===== src/rtl/pccr_pkg.sv =====
// ----------------------------------------------------------------------------
// pccr_pkg
// Shared types, phase codes and the CRC-32 byte step for the chunk CRC
// rewriter.
// ----------------------------------------------------------------------------
package pccr_pkg;

    localparam int BYTE_W   = 8;
    localparam int CFG_W    = 16;
    localparam int CRC_W    = 32;
    localparam int LEN_W    = 32;
    // Position only has to match a 16-bit start; one extra bit marks "past".
    localparam int POS_W    = CFG_W + 1;
    localparam int PHASE_W  = 3;
    localparam int HCNT_W   = 3;
    localparam int BURST_N  = 4;
    localparam int BCNT_W   = 3;
    localparam int BIDX_W   = 2;

    localparam logic [CFG_W-1:0] CHUNK_START_RST = 16'd8;
    localparam logic [CRC_W-1:0] CRC_POLY        = 32'hEDB8_8320;
    localparam logic [CRC_W-1:0] CRC_INIT        = 32'hFFFF_FFFF;
    localparam logic [CRC_W-1:0] CRC_XOROUT      = 32'hFFFF_FFFF;

    localparam logic [PHASE_W-1:0] PH_SKIP = 3'd0;
    localparam logic [PHASE_W-1:0] PH_LEN  = 3'd1;
    localparam logic [PHASE_W-1:0] PH_TYPE = 3'd2;
    localparam logic [PHASE_W-1:0] PH_DATA = 3'd3;
    localparam logic [PHASE_W-1:0] PH_HOLD = 3'd4;
    localparam logic [PHASE_W-1:0] PH_DONE = 3'd5;

    localparam logic [HCNT_W-1:0] HCNT_LAST = 3'd3;

    typedef logic [BYTE_W-1:0] t_byte;

    // One group of results caused by a single request.
    typedef struct packed {
        t_byte [BURST_N-1:0] bytes;
        logic [BCNT_W-1:0]   cnt;
        logic                rewritten;
        logic                fin;
    } t_burst;

    // Reflected CRC-32 update over one byte.
    function automatic logic [CRC_W-1:0] crc_byte(input logic [CRC_W-1:0] crc,
                                                  input t_byte b);
        logic [CRC_W-1:0] c;
        c = crc ^ {{(CRC_W-BYTE_W){1'b0}}, b};
        for (int k = 0; k < BYTE_W; k++) begin
            if (c[0]) begin
                c = CRC_POLY ^ (c >> 1);
            end else begin
                c = c >> 1;
            end
        end
        return c;
    endfunction

endpackage


===== src/rtl/pccr_if.sv =====
// ----------------------------------------------------------------------------
// pccr_in_if / pccr_out_if
// Valid/ready channels for the stream bytes in and the result bytes out.
// ----------------------------------------------------------------------------
interface pccr_in_if;
    logic       valid;
    logic       ready;
    logic [7:0] byte_in;
    logic       final_byte;

    modport source(output valid, output byte_in, output final_byte, input ready);
    modport sink(input valid, input byte_in, input final_byte, output ready);
endinterface

interface pccr_out_if;
    logic       valid;
    logic       ready;
    logic [7:0] byte_out;
    logic       rewritten;
    logic       stream_end;
    logic       run_last;

    modport source(output valid, output byte_out, output rewritten,
                   output stream_end, output run_last, input ready);
    modport sink(input valid, input byte_out, input rewritten,
                 input stream_end, input run_last, output ready);
endinterface


===== src/rtl/pccr_core.sv =====
// ----------------------------------------------------------------------------
// pccr_core
// Input register, chunk parser state and CRC accumulator. Each advanced
// request produces one burst of zero to four result bytes.
// ----------------------------------------------------------------------------
module pccr_core (
    input  logic                        i_clk,
    input  logic                        i_rst_n,
    input  logic                        i_cfg_we,
    input  logic [pccr_pkg::CFG_W-1:0]  i_cfg_data,
    pccr_in_if.sink                     i_in,
    input  logic                        i_burst_free,
    output logic                        o_burst_load,
    output pccr_pkg::t_burst            o_burst
);
    import pccr_pkg::*;

    logic [CFG_W-1:0]   r_chunk_start;
    logic               r_in_valid;
    t_byte              r_byte;
    logic               r_fin;

    logic [PHASE_W-1:0] r_phase, n_phase;
    logic [POS_W-1:0]   r_pos, n_pos;
    logic [LEN_W-1:0]   r_len, n_len;
    logic [CRC_W-1:0]   r_crc, n_crc;
    logic [HCNT_W-1:0]  r_hcnt, n_hcnt;
    t_byte              r_held [BURST_N];
    t_byte              n_held [BURST_N];

    logic               adv;
    logic [PHASE_W-1:0] ph;
    logic [HCNT_W-1:0]  hc;
    logic [CRC_W-1:0]   crc_fin;
    t_burst             burst;

    assign adv        = r_in_valid && i_burst_free;
    assign i_in.ready = !r_in_valid || adv;
    assign crc_fin    = r_crc ^ CRC_XOROUT;

    always_comb begin
        n_phase = r_phase;
        n_pos   = r_pos;
        n_len   = r_len;
        n_crc   = r_crc;
        n_hcnt  = r_hcnt;
        for (int i = 0; i < BURST_N; i++) begin
            n_held[i] = r_held[i];
        end
        burst           = '0;
        burst.fin       = r_fin;

        ph = r_phase;
        hc = r_hcnt;
        if (r_phase == PH_SKIP && r_pos == {1'b0, r_chunk_start}) begin
            ph = PH_LEN;
            hc = '0;
        end

        unique case (ph)
            PH_LEN: begin
                n_len          = {r_len[LEN_W-BYTE_W-1:0], r_byte};
                burst.bytes[0] = r_byte;
                burst.cnt      = BCNT_W'(1);
                if (hc == HCNT_LAST) begin
                    n_hcnt  = '0;
                    n_phase = PH_TYPE;
                end else begin
                    n_hcnt  = hc + HCNT_W'(1);
                    n_phase = PH_LEN;
                end
            end
            PH_TYPE: begin
                n_crc          = crc_byte(r_crc, r_byte);
                burst.bytes[0] = r_byte;
                burst.cnt      = BCNT_W'(1);
                if (hc == HCNT_LAST) begin
                    n_hcnt  = '0;
                    n_phase = (r_len == '0) ? PH_HOLD : PH_DATA;
                end else begin
                    n_hcnt  = hc + HCNT_W'(1);
                end
            end
            PH_DATA: begin
                n_crc          = crc_byte(r_crc, r_byte);
                burst.bytes[0] = r_byte;
                burst.cnt      = BCNT_W'(1);
                n_len          = r_len - LEN_W'(1);
                if (r_len == LEN_W'(1)) begin
                    n_phase = PH_HOLD;
                end
            end
            PH_HOLD: begin
                n_held[hc[BIDX_W-1:0]] = r_byte;
                if (hc == HCNT_LAST) begin
                    burst.bytes[0]  = crc_fin[31:24];
                    burst.bytes[1]  = crc_fin[23:16];
                    burst.bytes[2]  = crc_fin[15:8];
                    burst.bytes[3]  = crc_fin[7:0];
                    burst.cnt       = BCNT_W'(BURST_N);
                    burst.rewritten = 1'b1;
                    n_hcnt          = '0;
                    n_phase         = PH_DONE;
                end else begin
                    n_hcnt = hc + HCNT_W'(1);
                    // Stream cut short: flush the originals unchanged.
                    if (r_fin) begin
                        burst.cnt = BCNT_W'(hc) + BCNT_W'(1);
                        for (int i = 0; i < BURST_N; i++) begin
                            burst.bytes[i] = (BCNT_W'(i) == BCNT_W'(hc)) ? r_byte
                                                                         : r_held[i];
                        end
                    end
                end
            end
            default: begin
                burst.bytes[0] = r_byte;
                burst.cnt      = BCNT_W'(1);
            end
        endcase

        if (r_pos != {POS_W{1'b1}}) begin
            n_pos = r_pos + POS_W'(1);
        end

        if (r_fin) begin
            n_phase = PH_SKIP;
            n_pos   = '0;
            n_len   = '0;
            n_crc   = CRC_INIT;
            n_hcnt  = '0;
        end
    end

    assign o_burst      = burst;
    assign o_burst_load = adv && (burst.cnt != '0);

    always_ff @(posedge i_clk) begin
        if (!i_rst_n) begin
            r_chunk_start <= CHUNK_START_RST;
            r_in_valid    <= 1'b0;
            r_phase       <= PH_SKIP;
            r_pos         <= '0;
            r_len         <= '0;
            r_crc         <= CRC_INIT;
            r_hcnt        <= '0;
        end else begin
            if (i_cfg_we) begin
                r_chunk_start <= i_cfg_data;
            end
            if (i_in.valid && i_in.ready) begin
                r_in_valid <= 1'b1;
            end else if (adv) begin
                r_in_valid <= 1'b0;
            end
            if (adv) begin
                r_phase <= n_phase;
                r_pos   <= n_pos;
                r_len   <= n_len;
                r_crc   <= n_crc;
                r_hcnt  <= n_hcnt;
            end
        end
    end

    always_ff @(posedge i_clk) begin
        if (i_in.valid && i_in.ready) begin
            r_byte <= i_in.byte_in;
            r_fin  <= i_in.final_byte;
        end
        if (adv) begin
            for (int i = 0; i < BURST_N; i++) begin
                r_held[i] <= n_held[i];
            end
        end
    end

`ifndef NO_ASSERTIONS
    a_hcnt_range: assert property (@(posedge i_clk) disable iff (!i_rst_n)
        r_hcnt <= HCNT_LAST)
        else $error("held count out of range");

    a_fin_clears: assert property (@(posedge i_clk) disable iff (!i_rst_n)
        adv && r_fin |=> r_phase == PH_SKIP && r_pos == '0 && r_crc == CRC_INIT)
        else $error("stream state not cleared after final byte");

    a_hold_quiet: assert property (@(posedge i_clk) disable iff (!i_rst_n)
        adv && r_phase == PH_HOLD && r_hcnt != HCNT_LAST && !r_fin |-> !o_burst_load)
        else $error("held CRC byte produced a result");
`endif

endmodule


===== src/rtl/pccr_burst.sv =====
// ----------------------------------------------------------------------------
// pccr_burst
// Result register for one burst; hands its bytes out one per cycle while the
// receiver is ready, and marks the last one of the burst.
// ----------------------------------------------------------------------------
module pccr_burst (
    input  logic             i_clk,
    input  logic             i_rst_n,
    input  logic             i_load,
    input  pccr_pkg::t_burst i_burst,
    output logic             o_free,
    pccr_out_if.source       o_out
);
    import pccr_pkg::*;

    logic                r_valid;
    t_byte [BURST_N-1:0] r_bytes;
    logic [BCNT_W-1:0]   r_cnt;
    logic [BIDX_W-1:0]   r_idx;
    logic                r_rw;
    logic                r_fin;

    logic                last;
    logic                take;

    assign last   = (BCNT_W'(r_idx) + BCNT_W'(1)) == r_cnt;
    assign take   = r_valid && o_out.ready;
    assign o_free = !r_valid || (take && last);

    assign o_out.valid      = r_valid;
    assign o_out.byte_out   = r_bytes[r_idx];
    assign o_out.rewritten  = r_rw;
    assign o_out.run_last   = last;
    assign o_out.stream_end = r_fin && last;

    always_ff @(posedge i_clk) begin
        if (!i_rst_n) begin
            r_valid <= 1'b0;
            r_idx   <= '0;
        end else begin
            if (o_free) begin
                r_valid <= i_load;
                r_idx   <= '0;
            end else if (take) begin
                // advance within the burst
                r_idx <= r_idx + BIDX_W'(1);
            end
        end
    end

    always_ff @(posedge i_clk) begin
        if (o_free && i_load) begin
            r_bytes <= i_burst.bytes;
            r_cnt   <= i_burst.cnt;
            r_rw    <= i_burst.rewritten;
            r_fin   <= i_burst.fin;
        end
    end

`ifndef NO_ASSERTIONS
    a_cnt_range: assert property (@(posedge i_clk) disable iff (!i_rst_n)
        r_valid |-> r_cnt != '0 && r_cnt <= BCNT_W'(BURST_N))
        else $error("burst count out of range");

    a_idx_range: assert property (@(posedge i_clk) disable iff (!i_rst_n)
        r_valid |-> BCNT_W'(r_idx) < r_cnt)
        else $error("burst index past count");

    a_rw_full: assert property (@(posedge i_clk) disable iff (!i_rst_n)
        r_valid && r_rw |-> r_cnt == BCNT_W'(BURST_N))
        else $error("rewritten burst not four bytes");

    a_stall_hold: assert property (@(posedge i_clk) disable iff (!i_rst_n)
        r_valid && !o_out.ready |=> r_valid && $stable(r_idx))
        else $error("burst moved while stalled");
`endif

endmodule


===== src/rtl/png_chunk_crc_rewriter_unit.sv =====
// ----------------------------------------------------------------------------
// png_chunk_crc_rewriter_unit
// Byte stream pass-through that recomputes the CRC-32 of one chunk.
// ----------------------------------------------------------------------------
//   i_in carries one stream byte per request, final_byte marking the last
//   byte of a stream. o_rsp carries the result bytes; run_last marks the last
//   result of a request, stream_end the last byte of the stream.
//   i_cfg_we/i_cfg_data write chunk_start (reset value 8); the user must write
//   it only while idle, which the block does not enforce. A request passes
//   the input register and then the burst register before its first result
//   can be taken. Throughput: one request per cycle while the burst register
//   is free. The output moves one byte per cycle while the receiver is ready,
//   so the four CRC bytes hold it, as does a flush of up to three held CRC
//   bytes at an early stream end; held CRC bytes give no result until then.
//   A stalled receiver holds the current byte; once the input and burst
//   registers are both full, i_in ready drops.
//   Synchronous reset clears the parser, CRC and both valid flags and sets
//   chunk_start to 8. After a final byte the parser returns to its reset
//   state by itself, keeping chunk_start.
// ----------------------------------------------------------------------------
module png_chunk_crc_rewriter_unit (
    input  logic                        i_clk,
    input  logic                        i_rst_n,
    input  logic                        i_cfg_we,
    input  logic [pccr_pkg::CFG_W-1:0]  i_cfg_data,
    pccr_in_if.sink                     i_in,
    pccr_out_if.source                  o_rsp
);
    import pccr_pkg::*;

    logic   burst_free;
    logic   burst_load;
    t_burst burst;

    pccr_core u_core (
        .i_clk        (i_clk),
        .i_rst_n      (i_rst_n),
        .i_cfg_we     (i_cfg_we),
        .i_cfg_data   (i_cfg_data),
        .i_in         (i_in),
        .i_burst_free (burst_free),
        .o_burst_load (burst_load),
        .o_burst      (burst)
    );

    pccr_burst u_burst (
        .i_clk   (i_clk),
        .i_rst_n (i_rst_n),
        .i_load  (burst_load),
        .i_burst (burst),
        .o_free  (burst_free),
        .o_out   (o_rsp)
    );

endmodule

===== src/flat_wrapper.sv =====
// flat-port wrapper written by rule: the top's interface ports become plain ports
module png_chunk_crc_rewriter_unit_flat import pccr_pkg::*;
  (i_clk, i_rst_n, i_cfg_we, i_cfg_data, i_in_valid, i_in_byte_in, i_in_final_byte, i_in_ready, o_rsp_valid, o_rsp_byte_out, o_rsp_rewritten, o_rsp_stream_end, o_rsp_run_last, o_rsp_ready);
  pccr_in_if i_in_i ();
  pccr_out_if o_rsp_i ();
  input  logic i_clk;
  input  logic i_rst_n;
  input  logic i_cfg_we;
  input  logic [pccr_pkg::CFG_W-1:0] i_cfg_data;
  input wire logic [$bits(i_in_i.valid)-1:0] i_in_valid;
  input wire logic [$bits(i_in_i.byte_in)-1:0] i_in_byte_in;
  input wire logic [$bits(i_in_i.final_byte)-1:0] i_in_final_byte;
  output wire logic [$bits(i_in_i.ready)-1:0] i_in_ready;
  output wire logic [$bits(o_rsp_i.valid)-1:0] o_rsp_valid;
  output wire logic [$bits(o_rsp_i.byte_out)-1:0] o_rsp_byte_out;
  output wire logic [$bits(o_rsp_i.rewritten)-1:0] o_rsp_rewritten;
  output wire logic [$bits(o_rsp_i.stream_end)-1:0] o_rsp_stream_end;
  output wire logic [$bits(o_rsp_i.run_last)-1:0] o_rsp_run_last;
  input wire logic [$bits(o_rsp_i.ready)-1:0] o_rsp_ready;
  assign i_in_i.valid = i_in_valid;
  assign i_in_i.byte_in = i_in_byte_in;
  assign i_in_i.final_byte = i_in_final_byte;
  assign i_in_ready = i_in_i.ready;
  assign o_rsp_valid = o_rsp_i.valid;
  assign o_rsp_byte_out = o_rsp_i.byte_out;
  assign o_rsp_rewritten = o_rsp_i.rewritten;
  assign o_rsp_stream_end = o_rsp_i.stream_end;
  assign o_rsp_run_last = o_rsp_i.run_last;
  assign o_rsp_i.ready = o_rsp_ready;
  png_chunk_crc_rewriter_unit u_core (.i_clk(i_clk), .i_rst_n(i_rst_n), .i_cfg_we(i_cfg_we), .i_cfg_data(i_cfg_data), .i_in(i_in_i), .o_rsp(o_rsp_i));
endmodule

===== config.mk =====
export PLATFORM = sky130hd
export DESIGN_NAME = png_chunk_crc_rewriter_unit_flat
export DESIGN_NICKNAME = d
export VERILOG_FILES = /design/src/rtl/pccr_pkg.sv /design/src/rtl/pccr_if.sv /design/src/rtl/pccr_core.sv /design/src/rtl/pccr_burst.sv /design/src/rtl/png_chunk_crc_rewriter_unit.sv /design/src/flat_wrapper.sv
export SDC_FILE = /design/constraint.sdc
export NUM_CORES = 1
export LEC_CHECK = 0
export BUFFER_PORTS_ARGS = -buffer_cell sky130_fd_sc_hd__clkbuf_2
export CAP_MARGIN = 10
export CORE_MARGIN = 1
export CORE_UTILIZATION = 55
export DETAILED_ROUTE_END_ITERATION = 6
export PLACE_DENSITY = 0.73
export SLEW_MARGIN = 30
export SYNTH_ARGS = -nofsm -noshare
export SYNTH_HDL_FRONTEND = slang
export SYNTH_HIERARCHICAL = 1
export SYNTH_SLANG_ARGS = --single-unit

===== constraint.sdc =====
create_clock -name i_clk -period 3.8 [get_ports i_clk]
set_input_delay 0.57 -clock i_clk [delete_from_list [all_inputs] [get_ports i_clk]]
set_output_delay 0.57 -clock i_clk [all_outputs]
set_load 0.005 [all_outputs]

==> impl_metrics.ini <==
[detailed_routing]
ant_nets = 0
drt_iter0_markers = 697
avgViaCountPerCell = 6.08
route.final.wire_length_um = 22700
firstDrtPassIters = 5
vias = 7305
drc = 0
wl_per_cell_um = 18.9

[clocking]
cts_root_buf = clkbuf_16
cts_tree = yes
clock-sinks = 185
clk_pin_slew_ns = 0.07
post_cts_resize_count = 0
clk_latency_ns = 0.44
postCtsHoldBufs = 0
cts_made_buffers = 17
clockBufferDepth = 2
postCtsSetupBuffers = 0
cts_htree_levels = 4

[worst_setup_path]
max_stage_delay_ns = 0.54
worst-setup-path-type = register to register
path_max_fanout = 37
critPathTopFamily = simple AND/OR/NAND/NOR gates
cpMaxStageDelayCell = or4_4
cp-start-kind = register
end_kind = register
critPathBufInv = 2
worst_ep_arrival_time_ns = 3.57
cp_common_cell = ha_1
required_ns = 3.93
crit_chain = or4_4, nor4_4, nand2_2, or2_1, nand2_1, inv_1, ha_1, ha_1, a41o_1, a21oi_1, and2_2, buf_12

[job]
max-cap-violations = 0

[floorplan]
start_util_pct = 56.9
die_w_um = 134
pin_count = 43
dieArea_um2 = 17900
core_um2 = 16800
rows = 47
die_h_um = 134

[global_route]
grt_pass1_vias = 6914
grt_first_pass_wirelength_um = 36700
gr-total-overflow = 0
grt_max_degree = 49
globalRouteTotalUtil_pct = 26.5
antenna_found_initial = 0

[sta]
fin_skew_ns = 0.0121
finalCritPeriodShare_pct = 90.6
min_period_ns = 3.44
worst_slew_pin_slew_ns = 0.950
grt_setup_unrepaired = false
setup_viol = 0
maxSlewViolCount = 0
slew_headroom_pct = 36.5
fmax_mhz = 290
fin_setup_tns_ns = 0
hold_viol = 0

[placement]
hpwl_um = 15000
gp_congestion = 0.882
portBuffers = 42

[cells_and_area]
antennaDiodeCount = 0
drive_gt1_share_pct = 16.1
syn2layout_area_growth_pct = 11.4
postLayoutCoreUtil_pct = 63.4
fin_nets = 1011
num-fill-cells = 1391

[synth]
synth_nets = 975
synth_edf_count = 78
ys_ff_latch = 185
synthFlopType = dfxtp_1
synthArstFlopShare_pct = 0
syn_inst = 933
ys_warn_count = 6
syn_area_um2 = 9540
synth_area_leaders = edfxtp_1, dfxtp_1, xnor2_1, nand2_1, mux2i_1
yosysTopAreaCellShare_pct = 24.6
yosysSeqAreaShare_pct = 47.0
avgSynthCellArea_um2 = 10.2
yosysUniqueCellTypes = 78
yosysTopAreaCell = edfxtp_1

[worst_hold_path]
min_path_type = input pin to register

[power]
irDropWorstVdd_mv = 0.322
powerDensity_nw_per_um2 = 428
p_leak_nw = 3.90

[status]
status = completed
==> worst reg2reg max path, cell delays in order (launching register included) <==
cell,delay [ns]
dfxtp_1,0.31
or4_4,0.54
nor4_4,0.34
nand2_2,0.09
or2_1,0.28
nand2_1,0.15
inv_1,0.09
ha_1,0.22
ha_1,0.31
a41o_1,0.23
a21oi_1,0.16
and2_2,0.19
buf_12,0.23
==> power breakdown <==
| group | switching [W] | total [W] | internal [W] |
|---|---|---|---|
| combinational | 0.000355 | 0.000607 | 0.000252 |
| clock | 0.000808 | 0.00176 | 0.000953 |
| sequential | 0.0000553 | 0.00218 | 0.00212 |
| total | 0.00122 | 0.00455 | 0.00333 |
==> path summary, 6_finish.rpt <==
path	endpoint	cells past startpoint	slack [ns]	start
setup reg to reg	u_core/u_burst/r_bytes[1]	12	0.36	u_core/u_core/r_phase[0]
setup / recovery	u_core/u_burst/r_bytes[1]	12	0.36	u_core/u_core/r_phase[0]
hold / removal	u_core/u_core/r_byte[1]	1	0.31	i_in_byte_in[1]
hold reg to reg	u_core/u_core/r_hcnt[1]	2	0.49	u_core/u_core/r_hcnt[1]
==> area by class of cell <==
cell class / instances / area [µm²] / share of cell area [%]
Multi-Input combinational cell: 675 / 4740 / 44.7
Sequential cell: 185 / 4480 / 42.2
Clock buffer: 20 / 489 / 4.61
Timing Repair Buffer: 73 / 468 / 4.41
Tap cell: 220 / 275 / 2.59
Clock inverter: 12 / 98.8 / 0.931
Inverter: 17 / 63.8 / 0.601
==> registers in the layout, indices dropped and copies added (netlist names), 2 cells and up <==
register,cells
u_core/u_burst/r_bytes,32
u_core/u_core/r_crc,32
u_core/u_core/r_held,32
u_core/u_core/r_len,32
u_core/u_core/r_pos,17
u_core/u_core/r_chunk_start,16
u_core/u_core/r_byte,8
u_core/u_burst/r_cnt,3
u_core/u_core/r_hcnt,3
u_core/u_core/r_phase,3
u_core/u_burst/r_idx,2
==> synth_stat cells (all sizes together) (17+ instances only) <==
cell type	n
o21ai	34
nor2b	21
dfxtp	107
o22ai	43
nand2	113
nor2	58
xor2	43
clkbuf	45
xnor2	56
mux2i	39
inv	17
nor3	28
edfxtp	78
a21oi	42
==> metrics by stage <==
step                total power (W)  std cells  instance area (µm²)  hold WS [ns]  worst slack, ns
floorplan                   0.00266        933                 9540         0.438            0.138
global placement            0.00280       1170                10000         0.463            0.425
detailed placement          0.00281       1170                10000         0.480            0.364
CTS                         0.00456       1202                10600         0.294            0.357
global route                0.00471       1202                10600         0.289            0.155
finish                      0.00455       1202                10600         0.307            0.357
==> placed cells by master, fill, tap and decap left out, types with 13 or more instances in the layout <==
master / Yosys / routed
nand3_1: 16 / 16
xor2_1: 40 / 40
mux2i_1: 39 / 39
clkbuf_16: 0 / 19
o21ai_0: 26 / 26
edfxtp_1: 78 / 78
o22ai_1: 41 / 41
nor4_1: 13 / 13
nand2_1: 112 / 112
clkbuf_2: 0 / 41
inv_1: 17 / 17
nor2_1: 58 / 57
xnor2_1: 55 / 55
nor3_1: 28 / 27
buf_4: 2 / 29
a21oi_1: 38 / 38
nor2b_1: 21 / 21
dfxtp_1: 107 / 107
==> metal layers <==
| metal | vias up | GRT usage [%] | wire [µm] |
|---|---|---|---|
| met1 | 3504 | 37.0 | 10200 |
| met2 | 267 | 41.6 | 10500 |
| met3 | 32 | 5.52 | 1720 |
| met5 | - | 0 | 0 |
| li1 | 3502 | - | - |
| met4 | 0 | 7.45 | 346 |
==> cells by family after synthesis <==
kind of cell / count (synthesis) / share of synthesized area, %
XOR/XNOR: 100 / 9.64
multiplexers: 48 / 6.10
AND/OR/NAND/NOR: 307 / 15.7
flip-flops: 185 / 47.0
buffers and inverters: 73 / 3.44
adder cells (fa/ha/maj): 13 / 1.68
AO/OA/AOI/OAI: 207 / 16.4
Note: power is estimated with default switching activity, not from simulation.
